**src/design/bcd_pkg.sv**
```systemverilog
`default_nettype none

package bcd_pkg;

  typedef enum logic [2:0] {
    ST_IDLE        = 3'd0,
    ST_DEB_PRESS   = 3'd1,
    ST_PRESSED     = 3'd2,
    ST_LONG        = 3'd3,
    ST_DEB_RELEASE = 3'd4
  } state_t;

  typedef enum logic [1:0] {
    EV_SINGLE = 2'd0,
    EV_DOUBLE = 2'd1,
    EV_LONG   = 2'd2
  } event_t;

  localparam int unsigned CfgIdxW = 2;
  localparam int unsigned CfgW    = 16;
  localparam int unsigned TimeW   = 32;

  localparam logic [CfgIdxW-1:0] REG_DEBOUNCE     = 2'd0;
  localparam logic [CfgIdxW-1:0] REG_LONG_PRESS   = 2'd1;
  localparam logic [CfgIdxW-1:0] REG_DOUBLE_CLICK = 2'd2;

  localparam logic [CfgW-1:0] DEBOUNCE_RST     = 16'd30;
  localparam logic [CfgW-1:0] LONG_PRESS_RST   = 16'd2000;
  localparam logic [CfgW-1:0] DOUBLE_CLICK_RST = 16'd350;

endpackage

`default_nettype wire

```
**src/design/button_click_detector.sv**
```systemverilog
// A request's event is visible on the output in the cycle after acceptance,
// later only while earlier events still wait in the output queue.
// Throughput: one request per cycle while in_ready is high; set by the combinational
// state update (32-bit modular subtract and compare) and a two-entry output queue.
// in_ready drops only while both output queue entries are occupied.
// Reset (rst, synchronous): idle state, times and flags cleared, registers
// back to 30 / 2000 / 350 ms, output queue emptied.
`default_nettype none

module button_click_detector (
  input  wire logic                          clk,
  input  wire logic                          rst,
  input  wire logic                          in_valid,
  output logic                               in_ready,
  input  wire logic                          pin_level,
  input  wire logic [bcd_pkg::TimeW-1:0]     now_ms,
  output logic                               out_valid,
  input  wire logic                          out_ready,
  output logic [1:0]                         click_event,
  input  wire logic                          cfg_valid,
  output logic                               cfg_ready,
  input  wire logic [bcd_pkg::CfgIdxW-1:0]   cfg_index,
  input  wire logic [bcd_pkg::CfgW-1:0]      cfg_data
);

  logic [bcd_pkg::CfgW-1:0] debounce_ms;
  logic [bcd_pkg::CfgW-1:0] long_press_ms;
  logic [bcd_pkg::CfgW-1:0] double_click_ms;

  bcd_pkg::state_t state, state_next;
  logic [bcd_pkg::TimeW-1:0] mark_time, mark_time_next;
  logic [bcd_pkg::TimeW-1:0] release_time, release_time_next;
  logic click_pending, click_pending_next;
  logic long_seen, long_seen_next;

  logic [bcd_pkg::TimeW-1:0] diff_mark;
  logic [bcd_pkg::TimeW-1:0] diff_rel;
  logic                      mark_deb_ok;
  logic                      mark_long_ok;
  logic                      rel_in_window;
  logic                      ev_valid;
  bcd_pkg::event_t           ev;

  logic       accept;
  logic       push;
  logic       pop;
  logic [1:0] count;
  logic [1:0] q0;
  logic [1:0] q1;

  assign cfg_ready = 1'b1;

  always_ff @(posedge clk) begin
    if (rst) begin
      debounce_ms     <= bcd_pkg::DEBOUNCE_RST;
      long_press_ms   <= bcd_pkg::LONG_PRESS_RST;
      double_click_ms <= bcd_pkg::DOUBLE_CLICK_RST;
    end else if (cfg_valid) begin
      if (cfg_index == bcd_pkg::REG_DEBOUNCE) begin
        debounce_ms <= cfg_data;
      end else if (cfg_index == bcd_pkg::REG_LONG_PRESS) begin
        long_press_ms <= cfg_data;
      end else if (cfg_index == bcd_pkg::REG_DOUBLE_CLICK) begin
        double_click_ms <= cfg_data;
      end
    end
  end

  assign diff_mark     = now_ms - mark_time;
  assign diff_rel      = now_ms - release_time;
  assign mark_deb_ok   = diff_mark >= {{(bcd_pkg::TimeW-bcd_pkg::CfgW){1'b0}}, debounce_ms};
  assign mark_long_ok  = diff_mark >= {{(bcd_pkg::TimeW-bcd_pkg::CfgW){1'b0}}, long_press_ms};
  assign rel_in_window = diff_rel <= {{(bcd_pkg::TimeW-bcd_pkg::CfgW){1'b0}}, double_click_ms};

  always_comb begin
    state_next         = state;
    mark_time_next     = mark_time;
    release_time_next  = release_time;
    click_pending_next = click_pending;
    long_seen_next     = long_seen;
    ev_valid           = 1'b0;
    ev                 = bcd_pkg::EV_SINGLE;
    unique case (state)
      bcd_pkg::ST_DEB_PRESS: begin
        if (mark_deb_ok) begin
          if (!pin_level) begin
            state_next     = bcd_pkg::ST_PRESSED;
            mark_time_next = now_ms;
          end else begin
            state_next = bcd_pkg::ST_IDLE;
          end
        end
      end
      bcd_pkg::ST_PRESSED: begin
        if (pin_level) begin
          state_next     = bcd_pkg::ST_DEB_RELEASE;
          mark_time_next = now_ms;
        end else if (mark_long_ok) begin
          state_next     = bcd_pkg::ST_LONG;
          long_seen_next = 1'b1;
          ev             = bcd_pkg::EV_LONG;
          ev_valid       = 1'b1;
        end
      end
      bcd_pkg::ST_LONG: begin
        if (pin_level) begin
          state_next     = bcd_pkg::ST_DEB_RELEASE;
          mark_time_next = now_ms;
        end
      end
      bcd_pkg::ST_DEB_RELEASE: begin
        if (mark_deb_ok) begin
          if (pin_level) begin
            state_next     = bcd_pkg::ST_IDLE;
            long_seen_next = 1'b0;
            if (!long_seen) begin
              if (!click_pending) begin
                click_pending_next = 1'b1;
                release_time_next  = now_ms;
              end else if (rel_in_window) begin
                click_pending_next = 1'b0;
                ev                 = bcd_pkg::EV_DOUBLE;
                ev_valid           = 1'b1;
              end else begin
                // late second release: report first click, re-arm
                release_time_next = now_ms;
                ev                = bcd_pkg::EV_SINGLE;
                ev_valid          = 1'b1;
              end
            end
          end else begin
            state_next = bcd_pkg::ST_PRESSED;
          end
        end
      end
      default: begin
        state_next = bcd_pkg::ST_IDLE;
        if (!pin_level) begin
          state_next     = bcd_pkg::ST_DEB_PRESS;
          mark_time_next = now_ms;
        end else if (click_pending && !rel_in_window) begin
          click_pending_next = 1'b0;
          ev                 = bcd_pkg::EV_SINGLE;
          ev_valid           = 1'b1;
        end
      end
    endcase
  end

  assign in_ready = (count != 2'd2);
  assign accept   = in_valid && in_ready;
  assign push     = accept && ev_valid;
  assign pop      = out_valid && out_ready;

  always_ff @(posedge clk) begin
    if (rst) begin
      state         <= bcd_pkg::ST_IDLE;
      mark_time     <= '0;
      release_time  <= '0;
      click_pending <= 1'b0;
      long_seen     <= 1'b0;
    end else if (accept) begin
      state         <= state_next;
      mark_time     <= mark_time_next;
      release_time  <= release_time_next;
      click_pending <= click_pending_next;
      long_seen     <= long_seen_next;
    end
  end

  // two-entry output queue, q0 is the head
  always_ff @(posedge clk) begin
    if (rst) begin
      count <= 2'd0;
    end else begin
      count <= count + {1'b0, push} - {1'b0, pop};
    end
  end

  always_ff @(posedge clk) begin
    if (pop && push) begin
      if (count == 2'd1) begin
        q0 <= ev;
      end else begin
        q0 <= q1;
        q1 <= ev;
      end
    end else if (pop) begin
      q0 <= q1;
    end else if (push) begin
      if (count == 2'd0) begin
        q0 <= ev;
      end else begin
        q1 <= ev;
      end
    end
  end

  assign out_valid   = (count != 2'd0);
  assign click_event = q0;

endmodule

`default_nettype wire

```
**config.mk**
```make
export PLATFORM = sky130hd
export DESIGN_NAME = button_click_detector
export DESIGN_NICKNAME = d
export VERILOG_FILES = /design/src/design/bcd_pkg.sv /design/src/design/button_click_detector.sv
export SDC_FILE = /design/constraint.sdc
export NUM_CORES = 1
export LEC_CHECK = 0
export ABC_CLOCK_PERIOD_IN_PS = 7110
export BUFFER_PORTS_ARGS = -buffer_cell sky130_fd_sc_hd__buf_2
export CAP_MARGIN = 30
export CORE_MARGIN = 3
export CORE_UTILIZATION = 40
export CTS_BUF_LIST = sky130_fd_sc_hd__clkbuf_16
export DETAILED_ROUTE_END_ITERATION = 8
export SYNTH_ARGS = -nofsm -noshare
export SYNTH_HDL_FRONTEND = slang
export SYNTH_SLANG_ARGS = --single-unit
```
**constraint.sdc**
```tcl
create_clock -name clk -period 7.11 [get_ports clk]
set_input_delay 1.422 -clock clk [delete_from_list [all_inputs] [get_ports clk]]
set_output_delay 1.422 -clock clk [all_outputs]
set_load 0.02 [all_outputs]
```
### After elaboration in Yosys (flattened, before gate mapping)

Cells that the tools add are included.

* bits in registers: 123
* bits of input ports: 56
* output and inout bits: 5
* word-level logic and storage cells: 126

* add/sub/neg operators: 4
* magnitude comparators: 3
* eq/ne operators: 22
* multiplexer cells: 53
* bitwise gates (word level): 5
* reduce and logical (&&, ||, !) cells: 28

Operators by type and width (count)
* two-way mux 32 bit: 5
* case mux 32 bit (3 select lines): 1
* greater-or-equal comparator 32 x 16 -> 1 bit: 2
* subtractor 32 bit: 2
* less-or-equal comparator 32 x 16 -> 1 bit: 1
* two-way mux 2 bit: 13
* two-way mux 1 bit: 25
* inequality test 2 bit, second input constant: 11
* AND reduction 6 bit: 3
* AND reduction 4 bit: 4
* two-way mux 3 bit: 4
* case mux 3 bit (3 select lines): 1
* nonzero test 2 bit: 4
* == test 3 x 2 -> 1 bit, second input constant: 2
* inequality test 2 x 1 -> 1 bit, second input constant: 3
* nonzero test 3 bit: 2
* OR reduction 2 bit: 3
* logical AND 1 bit: 5
* inverter 1 bit: 5
* == test 2 x 1 -> 1 bit, second input constant: 2
* logical NOT 2 bit: 2
* case mux 1 bit (2 select lines): 2
* case mux 2 bit (2 select lines): 1
* AND reduction 2 bit: 2
* other kinds (10): 10

### Logic depth before layout (Yosys ltp)

Gate-level depths: netlist of run 1.

* depth after elaboration: 12
* depth in mapped cells: 27
* mapped depth without buffers: 27

### Worst setup path before layout of run 1

No wires, ideal clock.

* kind: input to register
* from: input port now_ms[0] in the netlist's numbering
* to: register count[1]
* setup time: 0.128 ns
* arrival: 5.840 ns
* data required time: 6.982 ns
* slack: 1.143 ns
* stages: 27
* buffers on the path: 0
* cells stage by stage: inv_1 -> ha_1 -> fa_1 -> nand2b_1 -> a21oi_1 -> nor2b_1 -> o21ai_0 -> and2_1 -> o21ai_0 -> nand2b_1 -> xor2_1 -> ha_1 -> nand4_1 -> nor4_1 -> a21boi_0 -> o41a_1 -> nor4_1 -> o211ai_1 -> a2111oi_4 -> nand4_2 -> nor2_1 -> o221ai_1 -> and2_1 -> ha_1 -> xor2_1 -> xnor2_1 -> nor2_1

* longest elaborated chain between the ends: 10
* elaborated cells on any way between the ends: 16
* those cells by class: add/sub (4); order compare (3); mux (6); reduce/logical (3)

RTL lines
* start, declared: line button_click_detector.sv:16 `input wire logic [bcd_pkg::TimeW-1:0] now_ms,`
* subtractor 32 bit: line button_click_detector.sv:70 `assign diff_rel = now_ms - release_time;`
* less-or-equal comparator 32 x 16 -> 1 bit: line button_click_detector.sv:73 `assign rel_in_window = diff_rel <= {{(bcd_pkg::TimeW-bcd_pkg::CfgW){1'b0}}, double_click_ms};`
* logical NOT 1 bit: line button_click_detector.sv:141 `end else if (click_pending && !rel_in_window) begin`
* logical AND 1 bit: line button_click_detector.sv:141
* two-way mux 1 bit: line button_click_detector.sv:141
* two-way mux 1 bit: line button_click_detector.sv:138 `if (!pin_level) begin`
* case mux 1 bit (3 select lines) (*): line button_click_detector.sv:83 `unique case (state)`
* logical AND 1 bit (*): line button_click_detector.sv:152 `assign push = accept && ev_valid;`
* adder 2 x 1 -> 2 bit (*): line button_click_detector.sv:176 `count <= count + {1'b0, push} - {1'b0, pop};`
* subtractor 2 x 1 -> 2 bit (*): line button_click_detector.sv:176
* end signal, assigned: line button_click_detector.sv:176
* end, declared: line button_click_detector.sv:47 `logic [1:0] count;`

Every way passes the cells marked *; elsewhere a longest branch is shown, timed or not.
A chain may end at the register's enable or synchronous reset.

### Final worst setup path of run 1

Same ends and word-level chain as after synthesis.

==> impl_results.md, run 1 <==
- Outcome: complete, no violations
- Overflow after GRT: 0
- Initial Util: 41.1%
- CP max FO: 4
- Max cap viols: 0
- PortBufs: 59
- Setup TNS: 0 ns
- TritonCTS clock tree: done
- DRT Wirelength: 29,600 um
- Worst skew pair latency: 0.42 ns
- Sequential share of the synthesized area: 23.9%
- Startpoint Class: primary input
- Rows: 58
- Top_reg_cell synth: dfxtp_1
- Leak: 4.63 nW
- Global-route wire length before repair: 47,900 um
- # DRC: 0
- Total GRT Usage: 20.7%
- Share of cells above drive strength 1: 9.21%
- Slowest-stage cell, CP: o41a_1
- PwrDens: 204 mW/mm^2
- Root Driver: clkbuf_16
- #FFs+latches synth: 123
- Dominant cell type by area after synthesis: dfxtp_1
- Fin. max-slew vios: 0
- Clock transition at path regs: 0.07 ns
- CTS Hold Bufs: 0
- Minimum clock period: 6.12 ns
- Die ar.: 0.0281 sq mm
- Share of the synthesized area in the top cell type: 22.8%
- Die Wd: 168 um
- Crit share post-route: 86.1%
- Vias per inst: 5.55
- Crit Path Class: in -> reg
- Vias in the first global route: 9,008
- Num CTS Buffers: 17
- Relative slew slack: 43.0%
- Post-cts resize count: 0
- Most used cell, CP: ha_1
- DP Area: 0.0110 sq mm
- Worst EP arrival: 6.41 ns
- Antenna Violating Nets Remaining: 0
- Clock sink count: 123
- DIE HEIGHT: 168 um
- Cell area after layout: 0.0116 sq mm
- Cell area after synthesis: 0.0105 sq mm
- # fillers: 2,539
- DRT Pass-1 Iters: 6
- Slowest stage delay, CP: 0.44 ns
- Final hold viol count: 0
- Syn. warnings: 0
- Via Count: 9,611
- EDFF count, synth: 4
- Critical Path RT: 7.40 ns
- F_max: 0.163 GHz
- I/O pins: 61
- Multi-input gate area: 0.00723 sq mm
- Cells after Synth: 1,364
- Final hold slack: 0.454 ns
- Iter 0 DRT Violations: 795
- Register area: 0.00250 sq mm
- Synth unique cells: 85
- Wire per inst: 17.1 um
- Hold Path Class: reg -> reg
- RSZ-0062 raised after global routing: no
- Post-DP HPWL: 23,100 um
- Setup crit end kind: register
- Setup Skew: 0.0165 ns
- Core ar.: 0.0255 sq mm
- Placer's final routability congestion estimate: 0.908
- Measured slew at the worst slew-check pin: 0.855 ns
- Most common cell after layout, fill and taps aside: nand2_1
- Commonest cells after routing, fill and taps aside: 158 x nand2_1, 122 x inv_1, 119 x dfxtp_1
- Count of final setup violators: 0
- Area grow syn2layout: 11.0%
- Avg Inst Size Synth: 7.68 sq um
- Post-CTS setup buffers: 0
- Async set-reset flop share out of synthesis: 0%
- Max clock buf depth: 2
- Nets: 1,558
- Pin count of the biggest net entering global routing: 114
- Initial antenna violation count: 1
- Htree depth: 4
- Synth area leaders: dfxtp_1 23%, ha_1 13%, nand2_1 5.7%
- Worst vdd ir: 0.000178 V
- Syn Nets: 1,534
## worst max-delay path, delay by kind of cell
kind / cells / cell delay [ns]
xor+xnor: 3 / 0.49
simple gates: 8 / 1.32
compound gates: 8 / 1.99
buf+inv: 2 / 0.14
fa+ha+maj: 4 / 1.05
## Yosys cell counts (6+ instances only)
| cell type | count |
|---|---|
| nor2_1 | 64 |
| nor4_1 | 9 |
| and2_1 | 10 |
| buf_2 | 22 |
| o21a_1 | 18 |
| nor3b_1 | 9 |
| ha_1 | 112 |
| xnor2_1 | 26 |
| dfxtp_1 | 119 |
| and3_1 | 9 |
| inv_1 | 122 |
| a211oi_1 | 12 |
| a21o_1 | 38 |
| nand3b_1 | 39 |
| a211o_1 | 14 |
| nand2b_1 | 83 |
| nand2_1 | 158 |
| clkbuf_1 | 33 |
| nand3_1 | 20 |
| o211ai_1 | 11 |
| o21bai_1 | 6 |
| xor2_1 | 18 |
| nor3_1 | 27 |
| a31oi_1 | 7 |
| nand4_1 | 23 |
| mux2i_1 | 33 |
| a21oi_1 | 114 |
| o21ai_0 | 68 |
| nor2b_1 | 9 |
| o21ai_1 | 15 |
## per-layer routing
layer / wire [um] / GRT usage (%)
met1: 14200 / 29.5
met2: 13600 / 33.3
met3: 1340 / 3.17
met4: 435 / 4.73
met5: 0 / 0
## flip-flops by register name, indices dropped and copies added (netlist names)
signal / count
click_event: 2
click_pending: 1
count: 2
debounce_ms: 16
double_click_ms: 16
long_press_ms: 16
long_seen: 1
mark_time: 32
q1: 2
release_time: 32
state: 3
## final cells by class
type / instances / area share [%]
multi-input combinational: 1057 / 62.2
sequential: 123 / 21.5
inverter: 122 / 3.94
clock buffer: 17 / 3.66
tap: 330 / 3.55
timing repair buffer: 67 / 3.39
clock inverter: 15 / 1.68
antenna: 1 / 0.0215
## cell families (layout without fill, tap and decap cells)
family,count (synthesis),after routing,share of synthesized area [%]
AND/OR/NAND/NOR,497,497,25.3
multiplexers,34,34,3.26
XOR/XNOR,44,44,3.68
flip-flops,123,123,23.9
adder cells (fa/ha/maj),114,114,13.8
other,1,2,0.0358
AO/OA/AOI/OAI,367,367,22.9
buffers and inverters,184,221,7.19
## path summary, 6_finish.rpt
kind | to | startpoint | cells after the start | slack, ns
worst min register to register | debounce_ms[13]$_SDFFE_PP0P_ | debounce_ms[13]$_SDFFE_PP0P_ | 2 | 0.45
worst min-delay path | debounce_ms[13]$_SDFFE_PP0P_ | debounce_ms[13]$_SDFFE_PP0P_ | 2 | 0.45
worst max-delay path | count[1]$_SDFF_PP0_ | now_ms[0] | 25 | 0.99
worst max register to register | count[1]$_SDFF_PP0_ | release_time[0]$_SDFFE_PP0P_ | 23 | 1.83
## through the flow
step	power [W]	util (%)	setup slack (ns)	cells
final	0.00237	45.6	0.992	1732
after global routing	0.00251	45.6	0.526	1732
after CTS	0.00238	45.5	0.976	1730
after detailed placement	0.00144	43.1	0.544	1698
after global placement	0.00143	43.0	0.690	1697
after floorplan	0.00126	-	1.14	1364
## power by group
| group | internal, W | total (W) | leakage, nW | switching, W |
|---|---|---|---|---|
| Sequential | 0.000725 | 0.000744 | 1.00 | 0.0000184 |
| Clock | 0.000539 | 0.000934 | 0.303 | 0.000395 |
| Combinational | 0.000272 | 0.000695 | 3.32 | 0.000423 |
| Total | 0.00154 | 0.00237 | 4.63 | 0.000836 |
(Power assumes the default switching activity.)
==> run 2: changes to the inputs <==
--- a/config.mk
+++ b/config.mk
@@ -5,13 +5,14 @@
 export SDC_FILE = /design/constraint.sdc
 export NUM_CORES = 1
 export LEC_CHECK = 0
-export ABC_CLOCK_PERIOD_IN_PS = 7110
+export ABC_CLOCK_PERIOD_IN_PS = 5100
 export BUFFER_PORTS_ARGS = -buffer_cell sky130_fd_sc_hd__buf_2
 export CAP_MARGIN = 30
 export CORE_MARGIN = 3
 export CORE_UTILIZATION = 40
 export CTS_BUF_LIST = sky130_fd_sc_hd__clkbuf_16
 export DETAILED_ROUTE_END_ITERATION = 8
+export RECOVER_POWER = 100
 export SYNTH_ARGS = -nofsm -noshare
 export SYNTH_HDL_FRONTEND = slang
 export SYNTH_SLANG_ARGS = --single-unit
==> constraint.sdc (replaced) <==
create_clock -name clk -period 5.1 [get_ports clk]
set_input_delay 1.02 -clock clk [delete_from_list [all_inputs] [get_ports clk]]
set_output_delay 1.02 -clock clk [all_outputs]
set_load 0.02 [all_outputs]
==> impl_results.md, run 2 (synthesis results as in run 1) <==
- Max clock buf depth: 2 (unchanged)
- Placer's final routability congestion estimate: 0.931 (was 0.908)
- Antenna Violating Nets Remaining: 0 (unchanged)
- Die Wd: 168 um (unchanged)
- Worst hold stages: 2 (unchanged)
- PortBufs: 59 (unchanged)
- Outcome: complete, but fails checks (was complete, no violations)
- F_max: 0.193 GHz
- Total GRT Usage: 21.8% (was 20.7%)
- CP max FO: 3 (was 4)
- Slowest-stage cell, CP: a2111oi_0 (was o41a_1)
- Relative slew slack: 28.0% (was 43.0%)
- Multi-input gate area: 0.00740 sq mm (was 0.00723 sq mm)
- RSZ-0062 raised after global routing: yes (was no)
- Worst skew pair latency: 0.44 ns (was 0.42 ns)
- Core ar.: 0.0255 sq mm (unchanged)
- Register area: 0.00250 sq mm (unchanged)
- DP Area: 0.0121 sq mm (was 0.0110 sq mm)
- Rows: 58 (unchanged)
- Hold Path Class: reg -> reg (unchanged)
- Crit-path leading delay family: compound AO/OA/AOI/OAI gates (unchanged)
- Area grow syn2layout: 23.8% (was 11.0%)
- Final Power: 0.00344 W (was 0.00237 W)
- Final hold viol count: 0 (unchanged)
- Minimum clock period: 5.18 ns
- Fin. max-slew vios: 0 (unchanged)
- Setup crit end kind: register (unchanged)
- DRT Wirelength: 31,600 um (was 29,600 um)
- Crit Path Class: in -> reg (unchanged)
- Measured slew at the worst slew-check pin: 1.08 ns (was 0.855 ns)
- ANT cells: 0 (was 1)
- I/O pins: 61 (unchanged)
- Slowest stage delay, CP: 0.49 ns (was 0.44 ns)
- Final WS setup: -0.0831 ns (was 0.992 ns)
- Leak: 5.37 nW (was 4.63 nW)
- # DRC: 0 (unchanged)
- Pin count of the biggest net entering global routing: 111 (was 114)
- Most common cell after layout, fill and taps aside: nand2_1 (unchanged)
- Wire per inst: 16.8 um (was 17.1 um)
- DIE HEIGHT: 168 um (unchanged)
- Crit share post-route: 102%
- Via Count: 10,300 (was 9,611)
- Pre-CTS WS: -0.727 ns (was 0.544 ns)
- Setup Skew: 0.0185 ns (was 0.0165 ns)
- Htree depth: 4 (unchanged)
- Worst vdd ir: 0.000179 V (was 0.000178 V)
- Worst reg2reg path startpoint: release_time[2]$_SDFFE_PP0P_ (was release_time[0]$_SDFFE_PP0P_)
- Worst r2r dst: count[1]$_SDFF_PP0_ (unchanged)
- Count of final setup violators: 2 (was 0)
- Worst hold start: debounce_ms[13]$_SDFFE_PP0P_ (unchanged)
- Commonest cells after routing, fill and taps aside: 158 x nand2_1, 155 x buf_4, 121 x inv_1 (was 158 x nand2_1, 122 x inv_1, 119 x dfxtp_1)
- # fillers: 2,464 (was 2,539)
- Initial Util: 41.1% (unchanged)
- Startpoint Class: primary input (unchanged)
- Worst EP arrival: 5.46 ns (was 6.41 ns)
- Overflow after GRT: 0 (unchanged)
- End of the worst hold path: debounce_ms[13]$_SDFFE_PP0P_ (unchanged)
- Iter 0 DRT Violations: 718 (was 795)
- Critical Path RT: 5.38 ns (was 7.40 ns)
- Share of cells above drive strength 1: 19.6% (was 9.21%)
- Clock transition at path regs: 0.06 ns (was 0.07 ns)
- PwrDens: 266 mW/mm^2 (was 204 mW/mm^2)
- WP buf/inv: 1 (was 2)
- Largest registers: mark_time (32), release_time (32) (unchanged)
- Max cap viols: 0 (unchanged)
- Clock sink count: 123 (unchanged)
- Initial antenna violation count: 0 (was 1)
- Crit path cell chain: buf_2 -> ha_1 -> o211ai_1 -> a21oi_2 -> a2111oi_0 -> o21ai_0 -> xor2_1 -> ha_1 -> nand4_1 -> nor4_2 -> a21boi_1 -> o41a_1 -> nor4_2 -> o211ai_1 -> a2111oi_4 -> nand4_2 -> nor2_4 -> o221ai_2 -> and2_4 -> ha_4 -> xor2_2 -> xnor2_1 -> nor2_1
- Nets: 1,710 (was 1,558)
- DRT Pass-1 Iters: 5 (was 6)
- Num CTS Buffers: 17 (unchanged)
- R2R cell count: 23 (unchanged)
- Vias per inst: 5.45 (was 5.55)
- Failing checks: setup timing
- Worst reg2reg setup slack: 0.22 ns (was 1.83 ns)
- Die ar.: 0.0281 sq mm (unchanged)
- Vias in the first global route: 9,783 (was 9,008)
- TritonCTS clock tree: done (unchanged)
- Cell area after layout: 0.0130 sq mm (was 0.0116 sq mm)
- Root Driver: clkbuf_16 (unchanged)
- Post-DP HPWL: 24,700 um (was 23,100 um)
- Global-route wire length before repair: 50,000 um (was 47,900 um)
run 2: changes by cell type in the layout (fill, tap and decap cells not counted), sizes merged:
cell / before / now
buf: 67 / 215
clkbuf: 17 / 21
clkinvlp: 1 / 3
bufinv: 2 / 1
clkinv: 3 / 2
diode: 1 / 0
run 2: layer usage:
metal | global-route usage, % | vias to the layer above | routed length [um]
li1 | - | 5174 | -
met1 | 30.1 | 4803 | 15200
met2 | 35.2 | 238 | 14300
met3 | 3.55 | 42 | 1380
met4 | 6.62 | 0 | 703
met5 | 0 | - | 0
run 2: worst max-delay path by stage:
stage	start	cells after the start	endpoint
2_1_floorplan	now_ms[0]	27	count[1]$_SDFF_PP0_
3_3_place_gp	now_ms[7]	21	click_event[0]$_DFFE_PP_
3_5_place_dp	now_ms[0]	23	click_event[0]$_DFFE_PP_
4_1_cts	now_ms[0]	28	count[1]$_SDFF_PP0_
5_1_grt	now_ms[2]	23	count[1]$_SDFF_PP0_
6_report	now_ms[2]	23	count[1]$_SDFF_PP0_
run 2: final cells by class:
class                      instances  area share, %
clock inverter                    15           1.32
sequential                       123           19.3
clock buffer                      17           3.28
multi-input combinational       1057           57.1
inverter                         122           3.63
timing repair buffer             219           12.1
tap                              330           3.19
run 2: power by group:
part / switching, W / internal [W]
Sequential: 0.0000264 / 0.00101
Combinational: 0.000637 / 0.000502
Clock: 0.000567 / 0.000698
Total: 0.00123 / 0.00221
run 2: per-stage QoR:
step | setup TNS [ns] | util [%] | hold WS, ns | std cells
after detailed placement | -25.65 | 47.7 | 0.448 | 1843
final | -0.142 | 50.9 | 0.452 | 1883
after global placement | -17.82 | 47.7 | 0.444 | 1843
after global routing | -1.19 | 50.9 | 0.471 | 1883
after floorplan | -0.280 | - | 0.436 | 1364
after CTS | -0.00305 | 50.5 | 0.457 | 1883
run 2: worst register-to-register path: stages, from the launching register on:
cell and delay (ns):
dfxtp_1 0.35, inv_1 0.07, ha_1 0.34, o211ai_1 0.23, a21oi_2 0.07, a2111oi_0 0.49
o21ai_0 0.20, xor2_1 0.18, ha_1 0.31, nand4_1 0.13, nor4_2 0.06, a21boi_1 0.13
o41a_1 0.44, nor4_2 0.19, o211ai_1 0.18, a2111oi_4 0.24, nand4_2 0.18, nor2_4 0.17
o221ai_2 0.12, and2_4 0.16, ha_4 0.16, xor2_2 0.17, xnor2_1 0.13, nor2_1 0.05
run 2: repair_timing:
item / in CTS / in global routing
buffers inserted: 8 / 0
resized for setup: 13 / 14
pin swaps: 18 / 3
gates cloned: 0 / 1
hold buffers: 0 / 0
setup endpoints to repair: 20 / 41
==> run 3: changes to the inputs <==
--- a/config.mk
+++ b/config.mk
@@ -9,10 +9,12 @@
 export BUFFER_PORTS_ARGS = -buffer_cell sky130_fd_sc_hd__buf_2
 export CAP_MARGIN = 30
 export CORE_MARGIN = 3
-export CORE_UTILIZATION = 40
+export CORE_UTILIZATION = 35
 export CTS_BUF_LIST = sky130_fd_sc_hd__clkbuf_16
 export DETAILED_ROUTE_END_ITERATION = 8
+export MAX_ROUTING_LAYER = met4
 export RECOVER_POWER = 100
 export SYNTH_ARGS = -nofsm -noshare
 export SYNTH_HDL_FRONTEND = slang
 export SYNTH_SLANG_ARGS = --single-unit
+export TNS_END_PERCENT = 30
==> impl_results.md, run 3 (synthesis results as in run 1) <==
- Hold Path Class: reg -> reg (unchanged)
- Sw Ratio: 35.6% (was 35.7%)
- Most common cell after layout, fill and taps aside: nand2_1 (unchanged)
- Commonest cells after routing, fill and taps aside: 158 x nand2_1, 143 x buf_4, 121 x inv_1 (was 158 x nand2_1, 155 x buf_4, 121 x inv_1)
- Share of cells above drive strength 1: 19.0% (was 19.6%)
- Measured slew at the worst slew-check pin: 1.55 ns (was 1.08 ns)
- R2R cell count: 23 (unchanged)
- Vias in the first global route: 9,984 (was 9,783)
- Vias per inst: 5.25 (was 5.45)
- Layout Utilization: 44.5% (was 50.9%)
- Max clock buf depth: 2 (unchanged)
- Total GRT Usage: 20.4% (was 21.8%)
- Area grow syn2layout: 23.7% (was 23.8%)
- Setup Skew: 0.0132 ns (was 0.0185 ns)
- TritonCTS clock tree: done (unchanged)
- Nets: 1,700 (was 1,710)
- Post-DP HPWL: 24,400 um (was 24,700 um)
- DRT Pass-1 Iters: 6 (was 5)
- Most used cell, CP: buf_4
- PwrDens: 264 mW/mm^2 (was 266 mW/mm^2)
- Final std cells w/o fill: 1,927 (was 1,883)
- Clk pwr share: 36.9% (was 36.7%)
- Die ar.: 0.0320 sq mm (was 0.0281 sq mm)
- Max cap viols: 1 (was 0)
- PortBufs: 59 (unchanged)
- Critical Path RT: 5.36 ns (was 5.38 ns)
- Slowest stage delay, CP: 0.44 ns (was 0.49 ns)
- F_max: 0.191 GHz (was 0.193 GHz)
- Pint: 0.00220 W (was 0.00221 W)
- Pin count of the biggest net entering global routing: 115 (was 111)
- Count of final setup violators: 3 (was 2)
- Minimum clock period: 5.23 ns (was 5.18 ns)
- Antenna Violating Nets Remaining: 0 (unchanged)
- Worst r2r dst: click_event[1]$_DFFE_PP_ (was count[1]$_SDFF_PP0_)
- Crit path cell chain: buf_2 -> ha_1 -> a21o_1 -> or3_4 -> o21ai_1 -> o211a_1 -> xnor2_1 -> ha_1 -> nand4_1 -> nor2_1 -> o2bb2ai_1 -> o41a_1 -> nor4_2 -> buf_4 -> buf_4 -> buf_4 -> o211a_1 -> nand4_1 -> nor4b_2 -> buf_4 -> a31oi_1 -> o31a_1 -> a311oi_2 (was buf_2 -> ha_1 -> o211ai_1 -> a21oi_2 -> a2111oi_0 -> o21ai_0 -> xor2_1 -> ha_1 -> nand4_1 -> nor4_2 -> a21boi_1 -> o41a_1 -> nor4_2 -> o211ai_1 -> a2111oi_4 -> nand4_2 -> nor2_4 -> o221ai_2 -> and2_4 -> ha_4 -> xor2_2 -> xnor2_1 -> nor2_1)
- Psw: 0.00122 W (was 0.00123 W)
- Crit Path Class: in -> reg (unchanged)
- Num CTS Buffers: 17 (unchanged)
- Worst reg2reg setup slack: 0.21 ns (was 0.22 ns)
- Startpoint Class: primary input (unchanged)
- Global-route wire length before repair: 50,700 um (was 50,000 um)
- Largest registers: mark_time (32), release_time (32) (unchanged)
- Rows: 62 (was 58)
- I/O pins: 61 (unchanged)
- Clock transition at path regs: 0.07 ns (was 0.06 ns)
- Part of the power in registers: 30.3% (was 30.2%)
- Pre-CTS WS: -0.708 ns (was -0.727 ns)
- Worst reg2reg path startpoint: release_time[4]$_SDFFE_PP0P_ (was release_time[2]$_SDFFE_PP0P_)
- Slowest-stage cell, CP: o41a_1 (was a2111oi_0)
- Overflow after GRT: 0 (unchanged)
- Outcome: complete, but fails checks (unchanged)
- DIE HEIGHT: 179 um (was 168 um)
- Placer's final routability congestion estimate: 0.985 (was 0.931)
- End of the worst hold path: debounce_ms[11]$_SDFFE_PP0P_ (was debounce_ms[13]$_SDFFE_PP0P_)
- Failing checks: capacitance limit, slew limit, setup timing (was setup timing)
- Leak: 5.32 nW (was 5.37 nW)
- Root Driver: clkbuf_16 (unchanged)
- Final hold slack: 0.456 ns (was 0.452 ns)
- Worst skew pair latency: 0.43 ns (was 0.44 ns)
- # DRC: 0 (unchanged)
- Relative slew slack: -3.61% (was 28.0%)
- Iter 0 DRT Violations: 603 (was 718)
- Clock sink count: 123 (unchanged)
- Final Power: 0.00342 W (was 0.00344 W)
- Via Count: 10,100 (was 10,300)
- Setup crit end kind: register (unchanged)
- Fin. max-slew vios: 39 (was 0)
- Worst EP arrival: 5.48 ns (was 5.46 ns)
- Crit share post-route: 102% (about the same)
- Wire per inst: 16.3 um (was 16.8 um)
- Worst vdd ir: 0.000203 V (was 0.000179 V)
- Worst hold stages: 2 (unchanged)
- Placed cells: 1,887 (was 1,843)
- # fillers: 2,906 (was 2,464)
- RSZ-0062 raised after global routing: yes (unchanged)
- Htree depth: 4 (unchanged)
- Worst hold start: debounce_ms[11]$_SDFFE_PP0P_ (was debounce_ms[13]$_SDFFE_PP0P_)
- Final hold viol count: 0 (unchanged)
- Core ar.: 0.0291 sq mm (was 0.0255 sq mm)
- CP max FO: 4 (was 3)
- Initial antenna violation count: 0 (unchanged)
- Combinational power share: 32.8% (was 33.1%)
- Initial Util: 36.0% (was 41.1%)
- Die Wd: 179 um (was 168 um)
- ANT cells: 0 (unchanged)
- DRT Wirelength: 31,400 um (was 31,600 um)
- Final WS setup: -0.126 ns (was -0.0831 ns)
## run 3: changes by cell type in the layout (fill, tap and decap cells not counted), moves of 2 or more
cell	before	now
clkbuf_1	3	8
buf_4	155	143
nor2b_1	8	6
buf_2	54	52
inv_6	6	4
clkinv_4	0	2
## run 3: how the worst max path moves through the flow
stage                     slack, ns                       end  cells past startpoint      start
after floorplan               -0.18       count[1]$_SDFF_PP0_                     27  now_ms[0]
after global placement        -0.66  click_event[0]$_DFFE_PP_                     25  now_ms[0]
after detailed placement      -0.71  click_event[0]$_DFFE_PP_                     25  now_ms[0]
after CTS                     -0.02  click_event[0]$_DFFE_PP_                     25  now_ms[0]
after global routing          -0.39  click_event[1]$_DFFE_PP_                     24  now_ms[4]
final                         -0.13  click_event[1]$_DFFE_PP_                     23  now_ms[4]
## run 3: timing repair
action,4_1_cts,5_1_grt
hold buffers,0,0
pin swaps,11,9
setup buffers,5,3
setup endpoints to repair,19,42
cloned,0,1
gates resized for setup,8,20
## run 3: cell type report
class	instances	area, sq um	share of cell area (%)
repair buffers	209	1480	11.4
well taps	384	480	3.71
flip-flops and latches	123	2500	19.3
clock buffers	17	425	3.28
clock inverters	15	175	1.35
inverters	122	470	3.63
multi-input cells	1057	7420	57.3
## run 3: routing by layer
metal / track usage, % / wire length, um / up-vias
met5: - / 0 / -
met4: 7.34 / 1010 / 0
met3: 2.77 / 1290 / 65
met2: 32.5 / 14400 / 218
met1: 26.4 / 14700 / 4674
li1: - / - / 5153
## run 3: power by group through the flow
stage	Combinational [W]	Clock (W)	Sequential (W)
floorplan	0.000699	0	0.00106
global placement	0.00107	0	0.00106
detailed placement	0.00108	0	0.00106
CTS	0.00110	0.00128	0.00104
global route	0.00125	0.00132	0.00104
finish	0.00112	0.00126	0.00104
## run 3: critical path: cells and delay by family
kind | cells | cell delay, ns
xor+xnor | 1 | 0.13
buf+inv | 5 | 0.62
simple gates | 6 | 1.22
fa+ha+maj | 2 | 0.59
compound gates | 9 | 1.92
## run 3: through the flow
stage	setup TNS (ns)	instance area (sq um)
final	-0.289	13000
after global routing	-9.50	13000
after CTS	-0.0559	12800
after detailed placement	-23.71	12100
after global placement	-20.69	12100
after floorplan	-0.280	10500
